File: src/design/badec_pkg.sv
package badec_pkg;

    // Result region codes
    typedef enum logic [3:0] {
        TGT_RAM     = 4'd0,
        TGT_BASIC   = 4'd1,
        TGT_KERNEL  = 4'd2,
        TGT_CHARROM = 4'd3,
        TGT_VIDEO   = 4'd4,
        TGT_SOUND   = 4'd5,
        TGT_COLOUR  = 4'd6,
        TGT_TIMER1  = 4'd7,
        TGT_TIMER2  = 4'd8,
        TGT_ROMLOW  = 4'd9,
        TGT_ROMHIGH = 4'd10,
        TGT_CARTREG = 4'd11,
        TGT_CARTRAM = 4'd12,
        TGT_PORT    = 4'd13
    } target_t;

    // Configuration register indexes (byte address = 4 * index)
    typedef enum logic [2:0] {
        CFG_CART_ACTIVE  = 3'd0,
        CFG_EXROM_LINE   = 3'd1,
        CFG_GAME_LINE    = 3'd2,
        CFG_LOW_ROM      = 3'd3,
        CFG_HIGH_ROM     = 3'd4,
        CFG_FLASH_CART   = 3'd5
    } cfg_idx_t;

    localparam int ADDR_W     = 16;
    localparam int DATA_W     = 8;
    localparam int PADDR_W    = 5;

    localparam logic [DATA_W-1:0] PORT_RESET = 8'h37;
    localparam logic [ADDR_W-1:0] PORT_ADDR  = 16'h0001;

    localparam logic [ADDR_W-1:0] ROMLOW_BASE  = 16'h8000;
    localparam logic [ADDR_W-1:0] ROMLOW_TOP   = 16'h9fff;
    localparam logic [ADDR_W-1:0] BASIC_BASE   = 16'ha000;
    localparam logic [ADDR_W-1:0] BASIC_TOP    = 16'hbfff;
    localparam logic [ADDR_W-1:0] ULTIMAX_TOP  = 16'hcfff;
    localparam logic [ADDR_W-1:0] KERNEL_BASE  = 16'he000;

endpackage

File: src/design/banked_address_decoder.sv
// An s_ transfer reaches m_ through two registers: the input register, then the result register.
// Throughput: one access per cycle; s_tready drops only when both registers hold an
// item and m_tready is low.
// The processor port register is updated as the write to address 1 leaves the input
// register, so the next access already sees the new banking.
// Reset (aresetn low, synchronous): both stages empty, port register 0x37, config bits 0.
module banked_address_decoder (
    input  logic        aclk,
    input  logic        aresetn,
    // input channel
    input  logic        s_tvalid,
    output logic        s_tready,
    input  logic [23:0] s_tdata,   // [15:0] address, [23:16] write_data
    input  logic [0:0]  s_tuser,   // [0] action (1 = write)
    // result channel
    output logic        m_tvalid,
    input  logic        m_tready,
    output logic [23:0] m_tdata,   // [15:0] offset, [23:16] read_data
    output logic [4:0]  m_tuser,   // [3:0] target, [4] ram_copy
    // configuration
    input  logic                          psel,
    input  logic                          penable,
    input  logic                          pwrite,
    input  logic [badec_pkg::PADDR_W-1:0] paddr,
    input  logic [31:0]                   pwdata,
    output logic [31:0]                   prdata,
    output logic                          pready
);

    // config bits
    logic cart_active_reg, exrom_line_reg, game_line_reg;
    logic low_rom_reg, high_rom_reg, flash_cart_reg;
    logic [badec_pkg::DATA_W-1:0] port_reg;
    logic [badec_pkg::DATA_W-1:0] port_next;

    // input stage
    logic                          in_valid_reg;
    logic                          in_wr_reg;
    logic [badec_pkg::ADDR_W-1:0]  in_addr_reg;
    logic [badec_pkg::DATA_W-1:0]  in_data_reg;

    // result stage
    logic                          out_valid_reg;
    badec_pkg::target_t            out_target_reg;
    logic [badec_pkg::ADDR_W-1:0]  out_offset_reg;
    logic [badec_pkg::DATA_W-1:0]  out_rdata_reg;
    logic                          out_copy_reg;

    logic advance;
    logic cfg_wr;
    badec_pkg::cfg_idx_t cfg_idx;

    // decode
    badec_pkg::target_t            tgt;
    logic [badec_pkg::ADDR_W-1:0]  off;
    logic [badec_pkg::DATA_W-1:0]  rd;
    logic                          copy;
    logic                          done;
    logic                          port_wr;
    logic                          io_range;
    logic                          io_hit;
    badec_pkg::target_t            io_tgt;
    logic [badec_pkg::ADDR_W-1:0]  io_off;
    logic                          io_copy;
    logic                          vis_basic, vis_kernel, vis_char, vis_io;
    logic [2:0]                    mode;
    logic [badec_pkg::ADDR_W-1:0]  a;

    assign advance  = in_valid_reg && (!out_valid_reg || m_tready);
    assign s_tready = !in_valid_reg || advance;

    assign m_tvalid = out_valid_reg;
    assign m_tdata  = {out_rdata_reg, out_offset_reg};
    assign m_tuser  = {out_copy_reg, out_target_reg};

    assign pready  = 1'b1;
    assign cfg_idx = badec_pkg::cfg_idx_t'(paddr[4:2]);
    assign cfg_wr  = psel && penable && pwrite && pready;

    always_comb begin
        case (cfg_idx)
            badec_pkg::CFG_CART_ACTIVE: prdata = {31'd0, cart_active_reg};
            badec_pkg::CFG_EXROM_LINE:  prdata = {31'd0, exrom_line_reg};
            badec_pkg::CFG_GAME_LINE:   prdata = {31'd0, game_line_reg};
            badec_pkg::CFG_LOW_ROM:     prdata = {31'd0, low_rom_reg};
            badec_pkg::CFG_HIGH_ROM:    prdata = {31'd0, high_rom_reg};
            badec_pkg::CFG_FLASH_CART:  prdata = {31'd0, flash_cart_reg};
            default:                    prdata = 32'd0;
        endcase
    end

    // banking mode from the low three port bits
    assign a    = in_addr_reg;
    assign mode = port_reg[2:0];
    always_comb begin
        vis_basic  = mode inside {3'd3, 3'd7};
        vis_kernel = mode inside {3'd2, 3'd3, 3'd6, 3'd7};
        vis_char   = mode inside {3'd1, 3'd2, 3'd3};
        vis_io     = mode inside {3'd5, 3'd6, 3'd7};
    end

    assign io_range = (a[15:12] == 4'hd);

    // I/O page split; io_hit low means the access falls through to RAM
    always_comb begin
        io_hit  = 1'b1;
        io_tgt  = badec_pkg::TGT_RAM;
        io_off  = a;
        io_copy = 1'b0;
        case (a[11:10])
            2'b00: begin
                io_tgt = badec_pkg::TGT_VIDEO;
                io_off = {10'd0, a[5:0]};
            end
            2'b01: begin
                io_tgt = badec_pkg::TGT_SOUND;
                io_off = {11'd0, a[4:0]};
            end
            2'b10: begin
                io_tgt = badec_pkg::TGT_COLOUR;
                io_off = {6'd0, a[9:0]};
            end
            default: begin
                case (a[9:8])
                    2'b00: begin
                        io_tgt = badec_pkg::TGT_TIMER1;
                        io_off = {12'd0, a[3:0]};
                    end
                    2'b01: begin
                        io_tgt = badec_pkg::TGT_TIMER2;
                        io_off = {12'd0, a[3:0]};
                    end
                    2'b10: begin
                        // cartridge register only on writes with a cartridge in
                        io_hit  = in_wr_reg && cart_active_reg;
                        io_tgt  = badec_pkg::TGT_CARTREG;
                        io_off  = {8'd0, a[7:0]};
                        io_copy = 1'b1;
                    end
                    default: begin
                        io_hit = flash_cart_reg;
                        io_tgt = badec_pkg::TGT_CARTRAM;
                        io_off = {8'd0, a[7:0]};
                    end
                endcase
            end
        endcase
    end

    always_comb begin
        tgt     = badec_pkg::TGT_RAM;
        off     = a;
        rd      = '0;
        copy    = 1'b0;
        done    = 1'b0;
        port_wr = 1'b0;
        if (in_wr_reg) begin
            if (vis_io && io_range) begin
                if (io_hit) begin
                    tgt  = io_tgt;
                    off  = io_off;
                    copy = io_copy;
                end
            end else if (a == badec_pkg::PORT_ADDR) begin
                port_wr = 1'b1;
                tgt     = badec_pkg::TGT_PORT;
                off     = '0;
                rd      = in_data_reg;
            end
        end else begin
            if (cart_active_reg && a[15]) begin
                if (exrom_line_reg && !game_line_reg) begin
                    // ultimax
                    if (low_rom_reg && a <= badec_pkg::ROMLOW_TOP) begin
                        tgt  = badec_pkg::TGT_ROMLOW;
                        off  = {3'd0, a[12:0]};
                        done = 1'b1;
                    end else if (high_rom_reg && a >= badec_pkg::KERNEL_BASE) begin
                        tgt  = badec_pkg::TGT_ROMHIGH;
                        off  = {3'd0, a[12:0]};
                        done = 1'b1;
                    end else if (a >= badec_pkg::BASIC_BASE && a <= badec_pkg::ULTIMAX_TOP) begin
                        done = 1'b1;
                    end
                end else begin
                    if (low_rom_reg && !exrom_line_reg && port_reg[0] && port_reg[1]
                        && a <= badec_pkg::ROMLOW_TOP) begin
                        tgt  = badec_pkg::TGT_ROMLOW;
                        off  = {3'd0, a[12:0]};
                        done = 1'b1;
                    end else if (high_rom_reg && !game_line_reg && port_reg[1]
                        && a >= badec_pkg::BASIC_BASE && a <= badec_pkg::BASIC_TOP) begin
                        tgt  = badec_pkg::TGT_ROMHIGH;
                        off  = {3'd0, a[12:0]};
                        done = 1'b1;
                    end
                end
            end
            if (!done) begin
                if (vis_basic && a >= badec_pkg::BASIC_BASE && a <= badec_pkg::BASIC_TOP) begin
                    tgt = badec_pkg::TGT_BASIC;
                    off = {3'd0, a[12:0]};
                end else if (vis_kernel && a >= badec_pkg::KERNEL_BASE) begin
                    tgt = badec_pkg::TGT_KERNEL;
                    off = {3'd0, a[12:0]};
                end else if (vis_io && io_range) begin
                    if (io_hit) begin
                        tgt  = io_tgt;
                        off  = io_off;
                        copy = io_copy;
                    end
                end else if (vis_char && io_range) begin
                    tgt = badec_pkg::TGT_CHARROM;
                    off = {4'd0, a[11:0]};
                end else if (a == badec_pkg::PORT_ADDR) begin
                    tgt = badec_pkg::TGT_PORT;
                    off = '0;
                    rd  = port_reg;
                end
            end
        end
    end

    assign port_next = (advance && port_wr) ? in_data_reg : port_reg;

    always_ff @(posedge aclk) begin
        if (!aresetn) begin
            cart_active_reg <= 1'b0;
            exrom_line_reg  <= 1'b0;
            game_line_reg   <= 1'b0;
            low_rom_reg     <= 1'b0;
            high_rom_reg    <= 1'b0;
            flash_cart_reg  <= 1'b0;
            port_reg        <= badec_pkg::PORT_RESET;
            in_valid_reg    <= 1'b0;
            out_valid_reg   <= 1'b0;
        end else begin
            port_reg <= port_next;
            if (cfg_wr) begin
                case (cfg_idx)
                    badec_pkg::CFG_CART_ACTIVE: cart_active_reg <= pwdata[0];
                    badec_pkg::CFG_EXROM_LINE:  exrom_line_reg  <= pwdata[0];
                    badec_pkg::CFG_GAME_LINE:   game_line_reg   <= pwdata[0];
                    badec_pkg::CFG_LOW_ROM:     low_rom_reg     <= pwdata[0];
                    badec_pkg::CFG_HIGH_ROM:    high_rom_reg    <= pwdata[0];
                    badec_pkg::CFG_FLASH_CART:  flash_cart_reg  <= pwdata[0];
                    default: ;
                endcase
            end
            if (s_tvalid && s_tready) begin
                in_valid_reg <= 1'b1;
            end else if (advance) begin
                in_valid_reg <= 1'b0;
            end
            if (advance) begin
                out_valid_reg <= 1'b1;
            end else if (m_tready) begin
                out_valid_reg <= 1'b0;
            end
        end
    end

    // payload
    always_ff @(posedge aclk) begin
        if (s_tvalid && s_tready) begin
            in_wr_reg   <= s_tuser[0];
            in_addr_reg <= s_tdata[15:0];
            in_data_reg <= s_tdata[23:16];
        end
        if (advance) begin
            out_target_reg <= tgt;
            out_offset_reg <= off;
            out_rdata_reg  <= rd;
            out_copy_reg   <= copy;
        end
    end

    a_port_update: assert property (@(posedge aclk) disable iff (!aresetn)
        advance && in_wr_reg && in_addr_reg == badec_pkg::PORT_ADDR
        |=> port_reg == $past(in_data_reg))
        else $error("port register not updated by write transfer");

    a_copy_cartreg: assert property (@(posedge aclk) disable iff (!aresetn)
        m_tvalid && m_tuser[4] |-> m_tuser[3:0] == badec_pkg::TGT_CARTREG)
        else $error("ram_copy set outside cartridge register");

    a_rdata_port: assert property (@(posedge aclk) disable iff (!aresetn)
        m_tvalid && m_tuser[3:0] != badec_pkg::TGT_PORT |-> m_tdata[23:16] == 8'd0)
        else $error("read data nonzero outside port");

    a_stall_full: assert property (@(posedge aclk) disable iff (!aresetn)
        !s_tready |-> in_valid_reg && out_valid_reg && !m_tready)
        else $error("input stalled with room in the pipeline");

    a_port_hold: assert property (@(posedge aclk) disable iff (!aresetn)
        !$past(advance && port_wr) && $past(aresetn) |-> $stable(port_reg))
        else $error("port register changed without a port write");

endmodule

File: config.mk
export PLATFORM = sky130hd
export DESIGN_NAME = banked_address_decoder
export DESIGN_NICKNAME = d
export VERILOG_FILES = /design/src/design/badec_pkg.sv /design/src/design/banked_address_decoder.sv
export SDC_FILE = /design/constraint.sdc
export NUM_CORES = 1
export LEC_CHECK = 0
export BUFFER_PORTS_ARGS = -buffer_cell sky130_fd_sc_hd__clkbuf_2
export CAP_MARGIN = 30
export CORE_ASPECT_RATIO = 0.75
export CORE_MARGIN = 5
export CORE_UTILIZATION = 45
export DETAILED_ROUTE_END_ITERATION = 8
export GPL_TIMING_DRIVEN = 0
export PLACE_DENSITY = 0.75
export RECOVER_POWER = 25
export SLEW_MARGIN = 5
export SYNTH_ARGS = -nofsm -noshare
export SYNTH_HDL_FRONTEND = slang
export SYNTH_SLANG_ARGS = --single-unit
File: constraint.sdc
create_clock -name aclk -period 6.6 [get_ports aclk]
set_clock_uncertainty 0.1 [all_clocks]
set_input_delay 0.66 -clock aclk [delete_from_list [all_inputs] [get_ports aclk]]
set_output_delay 0.66 -clock aclk [all_outputs]
set_load 0.1 [all_outputs]
== Word-level counts from Yosys, hierarchy flattened ==
Cells that the tools add are included.

* Register bits: 70
* Input bits: 69
* Logic and storage cells: 158

* Order comparisons: 5
* Equality and inequality tests: 17
* Multiplexer cells: 73
* Reduce and logical (&&, ||, !) cells: 47

{| class="wikitable"
|+ Operator list
! operator !! count
|-
| $mux 16 || 17
|-
| $mux 8 || 10
|-
| $mux 4 || 17
|-
| $le 16x16->1 const B || 3
|-
| $ge 16x16->1 const B || 2
|-
| $pmux 10 s3 || 1
|-
| $logic_and 1x1->1 || 24
|-
| $mux 1 || 24
|-
| $pmux 4 s3 || 2
|-
| $eq 16x1->1 const B || 1
|-
| $eq 3x3->1 const B || 5
|-
| $eq 3x2->1 const B || 4
|-
| $reduce_and 2->1 || 6
|-
| $eq 3x1->1 const B || 2
|-
| $pmux 1 s6 || 1
|-
| $reduce_bool 2->1 || 3
|-
| $reduce_bool 3->1 || 2
|-
| $eq 2x1->1 const B || 2
|-
| $eq 2x2->1 const B || 2
|-
| $eq 4x4->1 const B || 1
|-
| $logic_not 1->1 || 4
|-
| $logic_not 2->1 || 2
|-
| $reduce_bool 4->1 || 1
|-
| $logic_not 3->1 || 1
|-
| other kinds (4) || 5
|}

== Depth between registers and ports, before layout ==
* Depth after elaboration: 16
* Depth in mapped cells: 10

== Least setup slack after synthesis ==
OpenSTA, ideal clock, no wires.

* Path kind: input to output
* Start point: input paddr[2] (netlist bit)
* End point: output prdata[0]
* Data arrival time: 2.635 ns
* Data required time: 5.840 ns
* Path slack: 3.205 ns
* Stages: 4
* Buffers on the path: 1
* Path through: clkbuf_1 mux2_2 a22oi_1 o22ai_1

* Longest elaborated chain between the ends: 2
* Elaborated cells on any way between the ends: 7

{| class="wikitable"
|+ Ends and longest elaborated chain
! item !! line !! source
|-
| start, declared || banked_address_decoder.sv:24 || <nowiki>input logic [badec_pkg::PADDR_W-1:0] paddr,</nowiki>
|-
| $eq 3x3->1 (tied with other cells) || banked_address_decoder.sv:81 || <nowiki>case (cfg_idx)</nowiki>
|-
| $pmux 1 s6 * || banked_address_decoder.sv:81 ||
|-
| end, declared || banked_address_decoder.sv:26 || <nowiki>output logic [31:0] prdata,</nowiki>
|}

Mark *: on every way between the ends. The rest lies on a longest branch, timed or not.

== Worst setup path in the final report ==
Ends and elaborated chain as after synthesis.

==> impl_metrics.yaml <==
floorplan:
  core_um2: 7400
  start_util_pct: 46.6
  ios: 133
  die_x_um: 111
  dieArea_um2: 9540
  die_h_um: 85.8
  rows: 27
pwr:
  total_power_w: 0.00104
  power.density_nw_per_um2: 247
  peakVddDrop_v: 0.000169
  p_leak_nw: 1.76
clock_network:
  cts_tree: "yes"
  clk-insertion-delay-late_ns: 0.35
  cts_setup_buffers: 0
  htreeDepth: 3
  clk_pin_slew_ns: 0.09
  cts_root_buf: "clkbuf_8"
  cts_sinks: 70
  numCtsBuffers: 9
  cts_buffer_depth: 2
  cts_resized: 0
  hold_buffers: 0
layout:
  syn2layout_area_growth_pct: 22.0
  drive_gt1_share_pct: 31.2
  num_antenna_cells: 0
  fillers: 649
  fin_nets: 482
hold_path:
  hp-class: "in -> reg"
synthesis:
  synth_seq_cells: 70
  syn_area_um2: 3450
  yosysUniqueCellTypes: 54
  synth_top_area_share_pct: 47.0
  synthTopCellsByCount: "54 x edfxtp_1, 35 x buf_4, 21 x nand2_1, 21 x nand3_1, 16 x dfxtp_1"
  ys_seq_area_share_pct: 56.3
  synth_edf_count: 54
  synth_area_leader_cell: "edfxtp_1"
  yosysMostFrequentCell: "edfxtp_1"
  syn_avg_cell_area_um2: 11.4
  yosysWarnings: 0
  synth_cells: 302
  synthFlopType: "edfxtp_1"
  async_flop_share_pct: 0
  synth_area_leaders: "edfxtp_1 47%, dfxtp_1 9.3%, buf_4 7.6%"
worst_setup_path:
  critical_path_class: "in -> out"
  critical_path.max_fanout: 9
  required_ns: 5.84
  arrival_ns: 1.95
  critPathLaunchType: "input port"
  r2r_setup_slack_ns: 4.07
  endpoint_kind: "output port"
timing:
  hold_violations: 0
  fmax_mhz: 369
  setup_violations: 0
  fin_crit_sh_pct: 41.1
  layout_min_cycle_time_ns: 2.71
  rsz0062_at_grt: "false"
  drv_slew: 0
  worst_slew_pin_slew_ns: 0.896
  fin_setup_tns_ns: 0
  slew_headroom_pct: 40.3
placement:
  port_buffers: 65
  gp_congestion: 0.825
  hpwl_um: 5400
global_routing:
  grt_pass1_vias: 2452
  grt_usage_pct: 15.2
  antenna_found_initial: 0
  globalRouteOverflowTotal: 0
  grt_max_degree: 39
  grt_pass1_wl_um: 11600
drt:
  wl_per_cell_um: 14.0
  wl_um: 7200
  drt-initial-drc-count: 93
  vias_per_cell: 4.95
  drt_first_pass_iters: 5
  num_vias: 2547
  drc: 0
  antenna_left: 0
outcome:
  status: "finished clean"
job:
  maxCapViolations: 0
[cell families after synthesis]
family,count (synthesis),share of synthesized area (%)
AOI/OAI and AO/OA,64,14.5
adders and majority gates,4,1.45
buffers and inverters,59,10.4
DFF,70,56.3
muxes,8,2.39
other,2,0.218
and+or+nand+nor,95,14.7
[final cells by class]
cell class              count  area (µm²)  share of cell area [%]
well taps                 101         126                    3.00
plain buffers              50         328                    7.79
clock inverters             7        57.6                    1.37
multi-input cells         203        1260                    29.9
clock buffers               9         124                    2.94
repair buffers             66         337                    8.00
flip-flops and latches     70        1940                    46.1
inverters                   9        33.8                   0.803
[where the power goes]
part           total, W  internal, W  switching, W  leakage (nW)
logic          0.000222    0.0000413      0.000181          1.03
registers      0.000504     0.000495    0.00000861         0.645
clock network  0.000312     0.000141      0.000171        0.0881
[worst max-delay path, cell delays in order]
cell	delay [ns]
clkbuf_1	0.27
mux2_2	0.38
a22oi_1	0.15
o22ai_1	0.11
clkbuf_2	0.38
[worst paths after layout]
check	start	to	cells past startpoint
hold reg to reg	port_reg[4]	port_reg[4]	2
hold / removal	s_tdata[20]	in_data_reg[4]	1
setup / recovery	paddr[2]	prdata[0]	5
setup reg to reg	a[8]	out_offset_reg[0]	8
[cell usage in the layout, fill, tap and decap left out, types with 7 or more instances in the layout]
master | synthesis | final
nor2_1 | 13 | 13
clkbuf_2 | 2 | 65
conb_1 | 2 | 32
clkbuf_8 | 0 | 9
a22o_1 | 10 | 10
nor2b_1 | 12 | 12
inv_1 | 9 | 9
edfxtp_1 | 54 | 54
dfxtp_1 | 16 | 16
clkbuf_1 | 9 | 11
nand2_1 | 21 | 21
o21ai_0 | 7 | 7
nand3_1 | 21 | 21
a21oi_1 | 10 | 10
buf_4 | 35 | 35
[per-layer routing]
metal	vias to the layer above	GRT usage, %	part of all wire, %
met3	7	6.14	9.9
met2	109	25.6	48
met5	-	0	0
met1	1181	18.7	41
li1	1250	-	-
met4	0	3.54	1.0
[per-stage QoR]
stage / util, % / instances / setup WS [ns] / area (µm²) / hold WS [ns]
CTS: 56.9 / 515 / 3.89 / 4210 / 0.358
finish: 56.9 / 515 / 3.89 / 4210 / 0.374
detailed placement: 54.5 / 499 / 3.89 / 4030 / 0.364
global placement: 54.3 / 498 / 3.12 / 4010 / 0.350
floorplan: - / 332 / 3.21 / 3560 / 0.341
global route: 56.9 / 515 / 3.82 / 4210 / 0.347
Note: power is estimated with default switching activity, not from simulation.
